$ cat src/rtl/hcbp_pkg.sv
// Package for the hop code bit packer: word and field widths, saturation
// limits, register indexes and the result record used by the output queue.
// No dependencies.
`default_nettype none

package hcbp_pkg;

	localparam int WORD_BITS       = 32;
	localparam int BYTE_BITS       = 8;
	localparam int TABLE_ENTRIES   = 9;
	localparam int LOW_ENTRIES     = 5;
	localparam int CFG_DATA_BITS   = 40;
	localparam int WORDS_BITS      = 22;
	localparam int FRAME_BYTE_BITS = 24;

	localparam logic [WORDS_BITS-1:0]      WORDS_MAX       = '1;
	localparam logic [FRAME_BYTE_BITS-1:0] FRAME_BYTES_MAX = '1;

	typedef enum logic [1:0] {
		REG_CODE_TABLE_LOW  = 2'd0,
		REG_CODE_TABLE_HIGH = 2'd1,
		REG_CODE_LENGTHS    = 2'd2,
		REG_RAW_CHANNELS    = 2'd3
	} cfg_reg_t;

	typedef struct packed {
		logic [WORD_BITS-1:0]       word;
		logic [2:0]                 count;
		logic                       done;
		logic [FRAME_BYTE_BITS-1:0] bytes;
	} result_t;

endpackage

`default_nettype wire

$ cat src/rtl/hop_code_bit_packer_unit.sv
// Top level of the hop code bit packer: input register, packing logic,
// configuration registers and a two-entry result queue.
// Depends on hcbp_pkg.
//
// channel  direction  handshake            payload
// in       sink       in_valid / in_ready   symbol_or_byte, end_of_frame
// out      source     out_valid / out_ready packed_word, byte_count, frame_done, frame_bytes
// cfg      sink       cfg_we                cfg_index, cfg_data
//
// One item is taken per cycle while the result queue has room; after an item that
// yields two words, the input waits as the queue drains one word a cycle while out_ready is high.
// An item waits in the input register until the result queue has room for its results.
// Reset clears the packing state and the queue; no clearing pass is needed.
// A stalled output fills the two-entry queue and then stops the input.
`default_nettype none

module hop_code_bit_packer_unit #(
	parameter int MAX_CODE_BITS = 8,
	parameter int NUM_SYMBOLS   = 9
) (
	input  wire logic                                clk,
	input  wire logic                                arst_n,
	input  wire logic                                in_valid,
	output logic                                     in_ready,
	input  wire logic [7:0]                          symbol_or_byte,
	input  wire logic                                end_of_frame,
	output logic                                     out_valid,
	input  wire logic                                out_ready,
	output logic [hcbp_pkg::WORD_BITS-1:0]           packed_word,
	output logic [2:0]                               byte_count,
	output logic                                     frame_done,
	output logic [hcbp_pkg::FRAME_BYTE_BITS-1:0]     frame_bytes,
	input  wire logic                                cfg_we,
	input  wire logic [1:0]                          cfg_index,
	input  wire logic [hcbp_pkg::CFG_DATA_BITS-1:0]  cfg_data
);

	import hcbp_pkg::*;

	localparam logic [7:0] SYM_MAX = 8'(NUM_SYMBOLS - 1);
	localparam logic [3:0] LEN_MAX = 4'(MAX_CODE_BITS);

	logic [39:0] code_low_q;
	logic [31:0] code_high_q;
	logic [35:0] code_len_q;
	logic [1:0]  raw_ch_q;

	logic       valid_s1;
	logic [7:0] item_s1;
	logic       last_s1;

	logic [WORD_BITS-1:0]  acc_q;
	logic [4:0]            pos_q;
	logic [1:0]            raw_seen_q;
	logic [WORDS_BITS-1:0] words_q;

	result_t    slot_q [2];
	logic       rd_q;
	logic [1:0] count_q;

	logic [7:0]            codes [TABLE_ENTRIES];
	logic [3:0]            lens  [TABLE_ENTRIES];
	logic                  is_raw;
	logic [3:0]            sym;
	logic [3:0]            len_raw;
	logic [3:0]            len;
	logic [8:0]            mask;
	logic [7:0]            code;
	logic [39:0]           acc_wide;
	logic [5:0]            pos_sum;
	logic                  full;
	logic [4:0]            pos_new;
	logic [WORD_BITS-1:0]  acc_new;
	logic [WORDS_BITS-1:0] words_new;
	logic                  flush;
	logic [2:0]            flush_count;
	logic [1:0]            n_res;
	logic                  adv;
	logic                  pop;
	logic                  wr0;
	result_t               res_full;
	result_t               res_flush;
	result_t               res_first;

	function automatic logic [FRAME_BYTE_BITS-1:0] frame_size(
		input logic [WORDS_BITS-1:0] words,
		input logic [2:0]            extra
	);
		logic [FRAME_BYTE_BITS:0] total;
		total = {1'b0, words, 2'b00} + (FRAME_BYTE_BITS + 1)'(extra);
		if (total[FRAME_BYTE_BITS]) begin
			return FRAME_BYTES_MAX;
		end
		return total[FRAME_BYTE_BITS-1:0];
	endfunction

	always_ff @(posedge clk or negedge arst_n) begin
		if (!arst_n) begin
			code_low_q  <= '0;
			code_high_q <= '0;
			code_len_q  <= '0;
			raw_ch_q    <= 2'd3;
		end else if (cfg_we) begin
			case (cfg_reg_t'(cfg_index))
				REG_CODE_TABLE_LOW:  code_low_q  <= cfg_data;
				REG_CODE_TABLE_HIGH: code_high_q <= cfg_data[31:0];
				REG_CODE_LENGTHS:    code_len_q  <= cfg_data[35:0];
				REG_RAW_CHANNELS:    raw_ch_q    <= cfg_data[1:0];
				default:             raw_ch_q    <= raw_ch_q;
			endcase
		end
	end

	always_comb begin
		for (int i = 0; i < TABLE_ENTRIES; i++) begin
			if (i < LOW_ENTRIES) begin
				codes[i] = code_low_q[8*i +: 8];
			end else begin
				codes[i] = code_high_q[8*(i-LOW_ENTRIES) +: 8];
			end
			lens[i] = code_len_q[4*i +: 4];
		end
	end

	always_comb begin
		is_raw  = raw_seen_q < raw_ch_q;
		sym     = (item_s1 > SYM_MAX) ? SYM_MAX[3:0] : item_s1[3:0];
		len_raw = (lens[sym] > LEN_MAX) ? LEN_MAX : lens[sym];
		len     = is_raw ? 4'(BYTE_BITS) : len_raw;
		mask    = (9'd1 << len_raw) - 9'd1;
		code    = is_raw ? item_s1 : (codes[sym] & mask[7:0]);

		acc_wide = {8'b0, acc_q} | ({32'b0, code} << pos_q);
		pos_sum  = {1'b0, pos_q} + {2'b0, len};
		full     = pos_sum[5];
		pos_new  = pos_sum[4:0];
		acc_new  = full ? {24'b0, acc_wide[39:32]} : acc_wide[31:0];

		words_new = (full && words_q != WORDS_MAX) ? words_q + 1'b1 : words_q;

		res_full.word  = acc_wide[31:0];
		res_full.count = 3'd4;
		res_full.done  = last_s1 && pos_new == '0;
		res_full.bytes = res_full.done ? frame_size(words_new, 3'd0) : '0;

		flush_count     = 3'((6'(pos_new) + 6'd7) >> 3);
		res_flush.word  = (pos_new != '0) ? acc_new : '0;
		res_flush.count = flush_count;
		res_flush.done  = 1'b1;
		res_flush.bytes = frame_size(words_new, flush_count);

		flush     = last_s1 && (pos_new != '0 || !full);
		n_res     = {1'b0, full} + {1'b0, flush};
		res_first = full ? res_full : res_flush;
	end

	assign adv      = valid_s1 && (n_res <= 2'd2 - count_q);
	assign in_ready = !valid_s1 || adv;
	assign pop      = out_valid && out_ready;
	assign wr0      = rd_q ^ count_q[0];

	always_ff @(posedge clk or negedge arst_n) begin
		if (!arst_n) begin
			valid_s1 <= 1'b0;
		end else if (in_ready) begin
			valid_s1 <= in_valid;
		end
	end

	always_ff @(posedge clk) begin
		if (in_valid && in_ready) begin
			item_s1 <= symbol_or_byte;
			last_s1 <= end_of_frame;
		end
	end

	always_ff @(posedge clk or negedge arst_n) begin
		if (!arst_n) begin
			acc_q      <= '0;
			pos_q      <= '0;
			raw_seen_q <= '0;
			words_q    <= '0;
		end else if (adv) begin
			if (last_s1) begin
				acc_q      <= '0;
				pos_q      <= '0;
				raw_seen_q <= '0;
				words_q    <= '0;
			end else begin
				acc_q   <= acc_new;
				pos_q   <= pos_new;
				words_q <= words_new;
				if (is_raw) begin
					raw_seen_q <= raw_seen_q + 2'd1;
				end
			end
		end
	end

	always_ff @(posedge clk or negedge arst_n) begin
		if (!arst_n) begin
			rd_q    <= 1'b0;
			count_q <= '0;
		end else begin
			if (pop) begin
				rd_q <= ~rd_q;
			end
			count_q <= count_q + (adv ? n_res : 2'd0) - {1'b0, pop};
		end
	end

	always_ff @(posedge clk) begin
		if (adv && n_res != '0) begin
			slot_q[wr0] <= res_first;
		end
		if (adv && n_res == 2'd2) begin
			slot_q[~wr0] <= res_flush;
		end
	end

	assign out_valid   = count_q != '0;
	assign packed_word = slot_q[rd_q].word;
	assign byte_count  = slot_q[rd_q].count;
	assign frame_done  = slot_q[rd_q].done;
	assign frame_bytes = slot_q[rd_q].bytes;

`ifndef NO_ASSERTIONS
	a_queue_bound: assert property (@(posedge clk) disable iff (!arst_n)
		count_q <= 2'd2)
		else $error("result queue holds more than two entries");

	a_pair_ends_frame: assert property (@(posedge clk) disable iff (!arst_n)
		adv && n_res == 2'd2 |-> last_s1 && full && !res_full.done)
		else $error("two results from an item that does not end a frame");

	a_frame_restart: assert property (@(posedge clk) disable iff (!arst_n)
		adv && last_s1 |=> pos_q == '0 && words_q == '0 && raw_seen_q == '0)
		else $error("packing state not cleared after the last item");

	a_last_has_done: assert property (@(posedge clk) disable iff (!arst_n)
		adv && last_s1 |-> n_res != '0)
		else $error("last item of a frame produced no result");

	a_count_range: assert property (@(posedge clk) disable iff (!arst_n)
		out_valid |-> byte_count <= 3'd4)
		else $error("byte count above four");
`endif

endmodule

`default_nettype wire

$ cat config.mk
export PLATFORM = sky130hd
export DESIGN_NAME = hop_code_bit_packer_unit
export DESIGN_NICKNAME = d
export VERILOG_FILES = /design/src/rtl/hcbp_pkg.sv /design/src/rtl/hop_code_bit_packer_unit.sv
export SDC_FILE = /design/constraint.sdc
export NUM_CORES = 1
export LEC_CHECK = 0
export ABC_AREA = 1
export BUFFER_PORTS_ARGS = -buffer_cell sky130_fd_sc_hd__buf_2
export CORE_ASPECT_RATIO = 0.6
export CORE_UTILIZATION = 40
export DETAILED_ROUTE_END_ITERATION = 12
export GPL_TIMING_DRIVEN = 0
export SETUP_SLACK_MARGIN = 0.02
export SLEW_MARGIN = 20
export SYNTH_ARGS = -nofsm -noshare
export SYNTH_HDL_FRONTEND = slang
export SYNTH_SLANG_ARGS = --single-unit
$ cat constraint.sdc
create_clock -name clk -period 5.68 [get_ports clk]
set_input_delay 1.136 -clock clk [delete_from_list [all_inputs] [get_ports clk]]
set_output_delay 1.136 -clock clk [all_outputs]
set_load 0.02 [all_outputs]
==> metrics.md <==
| Metric | Value |
|---|---|
| Final cell count without fillers | 2,934 |
| Most common cell after layout, fill and taps aside | sky130_fd_sc_hd__nand2_1 |
| Length of the first detailed-routing pass in iterations | 5 |
| Critical-path top delay cell | sky130_fd_sc_hd__edfxtp_1 |
| Leading area contributor after synthesis | sky130_fd_sc_hd__dfrtp_1 |
| Status | completed |
| Clock tree skew after final layout | 0.0384 ns |
| Number of antenna violations at the first check in global routing | 1 |
| Ant diodes | 0 |
| Area of all placed cells without fillers | 0.0201 mm2 |
| Crit path capture type | primary output |
| Wire length per cell | 19.5 um |
| Pin slew with the least headroom to its limit | 0.769 ns |
| Worst reg2reg path endpoint | words_q[19]$_DFFE_PN0N_ |
| Start-to-end type of the worst setup path | reg -> out |
| Initial cell density of the core | 41.2% |
| Yosys warning count | 0 |
| Port Buffer Count | 117 |
| Fraction of the yosys area taken by sequential cells | 48.8% |
| Cell at the root of the clock tree | sky130_fd_sc_hd__clkbuf_16 |
| CTS hold repair buffers | 0 |
| Seq cells post-synth | 304 |
| VDD IR-drop max | 0.241 mV |
| 1st-iter DRT viols | 1,807 |
| Longest individual stage delay on the worst path | 0.43 ns |
| Required @ worst endpoint | around 4.5 ns |
| Tmin final | 5.65 ns |
| Worst hold path class | in -> async |
| Via total after detailed routing | about 16,000 |
| Residual antenna-violating net count after detailed routing | 0 |
| Average size of a mapped cell | 7.85 um2 |
| Cts bufs inserted | 31 |
| Number of nets in the final layout | roughly 2,400 |
| Highest-count cells in the layout ignoring fill and taps | sky130_fd_sc_hd__nand2_1, sky130_fd_sc_hd__nand3_1, sky130_fd_sc_hd__o21ai_0 |
| Async SR Flop Fraction | 57.6% |
| Boundary Pins | 118 |
| Leakage | 9.19 nW |
| Clock edge transition at the registers on the reported setup and hold paths | about 0.060 ns |
| Count of max-cap constraint violations | 0 |
| Number of rows created at floorplan | 57 |
| Slew margin rel. | 48.7% |
| Data arrival, critical path | ~4.5 ns |
| Area share of the largest cell type after synthesis | approximately 26% |
| Top cell by count, worst path | sky130_fd_sc_hd__buf_6 |
| FF-to-FF path depth | 29 |
| Number of enable flip-flop cells after synthesis | 127 |
| Areal power density over the cells | between 400 and 500 mW/mm2 |
| Total design power | 9.86 mW |
| Leftover overflow at the end of global routing | 0 |
| Number of H-tree branching levels | 1 |
| CTS Sinks | ~300 |
| Cell count after synthesis | 2,152 |
| DP HPWL | 42,800 um |
| Placeable core region | 0.0410 mm2 |
| Total Die Area | 0.0431 mm2 |
| Number of hold violations in the final report | 0 |
| Maximum number of pins on one net before global-route repair | 91 |
| Largest fanout on the critical path | 6 |
| Fraction of final layout cells sized beyond drive strength 1 | between 10% and 20% |
| Global-route wire length before repair | 87,200 um |
| Cells taking the most area after synthesis | sky130_fd_sc_hd__dfrtp_1, sky130_fd_sc_hd__edfxtp_1, sky130_fd_sc_hd__nand2_1 |
| TritonCTS clock tree | built |
| Setup repair after global routing missed its margin | yes |
| CTS max path bufs | 3 |
| DR DRC count | 0 |
| Worst-Skew Late Latency | 0.60 ns |
| Synthesized net count | 2,225 |
| Number of vias per cell after detailed routing | 5.47 |
| Final max-slew violation count | 0 |
| Worst-case register-to-register setup slack | 0.26 ns |
| Primary FF master, synth | sky130_fd_sc_hd__dfrtp_1 |
| Maximum clock frequency | roughly 180 MHz |
| Startpoint of the worst-slack reg-to-reg timing path | item_s1[4]$_DFFE_PP_ |
| Width of the die | 267 um |
| Final setup violation count | 0 |
| GRT Resource Usage Total | 26.5% |
| Placed insts | roughly 2,800 |
| Sort of element at the start of the critical path | register |
| Number of global-route vias before repair | 14,800 |
| Overall routed net length | 57,300 um |
| Die boundary height | roughly 160 um |
| Post-route clock period utilization | between 90% and 100% |
| Layout overhead on the synthesized area | 19.1% |
| Distinct cell type count after synthesis | 50 |
| Final Wtd Congestion | 1.01 |
| Post-synth design cell area | about 0.017 mm2 |
| Cell area reported after detailed placement | 0.0183 mm2 |
==> where the power goes <==
| part | switching, mW | internal [mW] |
|---|---|---|
| Combinational | 3.37 | 1.25 |
| Sequential | 0.229 | 2.91 |
| Clock | 0.914 | 1.19 |
==> area by class of cell <==
type	instances	area (um2)
Sequential cell	304	8240
Tap cell	560	701
Clock inverter	17	180
Fill cell	3979	20900
Clock buffer	41	847
Timing Repair Buffer	159	1000
Multi-Input combinational cell	1571	7960
Buffer	124	584
Inverter	158	613
==> per-stage QoR <==
| step | utilization, % | TNS (ns) | worst slack, ns | hold WS [ns] |
|---|---|---|---|---|
| floorplan | - | 0 | 0.291 | 0.434 |
| global placement | 44.4 | -353.16 | -1.80 | 0.451 |
| detailed placement | 44.5 | -389.10 | -1.93 | 0.453 |
| CTS | 48.3 | 0 | 0.0205 | 0.309 |
| global route | 49.1 | -1.34 | -0.163 | 0.305 |
| finish | 49.1 | 0 | 0.0333 | 0.335 |
==> how the worst max path moves through the flow <==
stage	start	end	slack, ns	cells past startpoint
6_report	item_s1[4]$_DFFE_PP_	in_ready	0.03	26
5_1_grt	item_s1[4]$_DFFE_PP_	in_ready	-0.16	26
4_1_cts	item_s1[6]$_DFFE_PP_	in_ready	0.02	26
3_5_place_dp	item_s1[6]$_DFFE_PP_	slot_q[1][41]$_DFFE_PP_	-1.93	27
3_3_place_gp	item_s1[6]$_DFFE_PP_	slot_q[1][41]$_DFFE_PP_	-1.80	29
2_1_floorplan	item_s1[5]$_DFFE_PP_	slot_q[1][0]$_DFFE_PP_	0.29	29
==> per-layer routing <==
layer	wire, um	track usage (%)
met1	27900	42.2
met2	22300	35.1
met3	6530	8.16
met4	602	3.63
met5	0	0
==> worst max-delay path, delay by kind of cell, from the launching register on <==
kind	cells	cell delay (ns)
adders and majority gates	4	1.15
DFF	1	0.43
buffers and inverters	6	0.76
xor gates and xnor gates	1	0.16
and+or+nand+nor	13	1.27
AOI/OAI and AO/OA	2	0.16
==> Yosys cell counts, types with 10 or more instances <==
library cell,count
sky130_fd_sc_hd__o21ai_0,194
sky130_fd_sc_hd__clkbuf_1,83
sky130_fd_sc_hd__nand2_1,761
sky130_fd_sc_hd__nor2_1,71
sky130_fd_sc_hd__a21oi_1,22
sky130_fd_sc_hd__ha_1,16
sky130_fd_sc_hd__nand4_1,52
sky130_fd_sc_hd__buf_2,18
sky130_fd_sc_hd__dfrtp_1,173
sky130_fd_sc_hd__o22ai_1,17
sky130_fd_sc_hd__nand3_1,287
sky130_fd_sc_hd__o21ai_2,11
sky130_fd_sc_hd__xor2_1,29
sky130_fd_sc_hd__inv_1,146
sky130_fd_sc_hd__nand2_4,10
sky130_fd_sc_hd__edfxtp_1,127
sky130_fd_sc_hd__buf_1,23
==> repair_timing <==
action | CTS | global route
gates cloned | 5 | 2
buffers inserted | 25 | 14
pin swaps | 19 | 30
endpoints found under the setup margin | 311 | 284
gates resized for setup | 71 | 51
==> state kept, by name, summed over array words and instances, names as in the netlist <==
name	flops
raw_ch_q	2
rd_q	1
valid_s1	1
slot_q	120
pos_q	5
code_low_q	40
acc_q	32
raw_seen_q	2
code_len_q	36
item_s1	8
words_q	22
count_q	2
code_high_q	32
last_s1	1
==> logic make-up (layout without fill, tap and decap cells) <==
group                      after synthesis  in the layout  synth area share (%)
and+or+nand+nor                       1235           1241                  32.4
DFF                                    304            304                  48.8
buffers and inverters                  283            499                  6.52
AOI/OAI and AO/OA                      272            272                  8.82
xor gates and xnor gates                36             36                  1.91
adders and majority gates               17             17                  1.30
muxes                                    5              5                 0.326
Note: power is estimated with default switching activity, not from simulation.
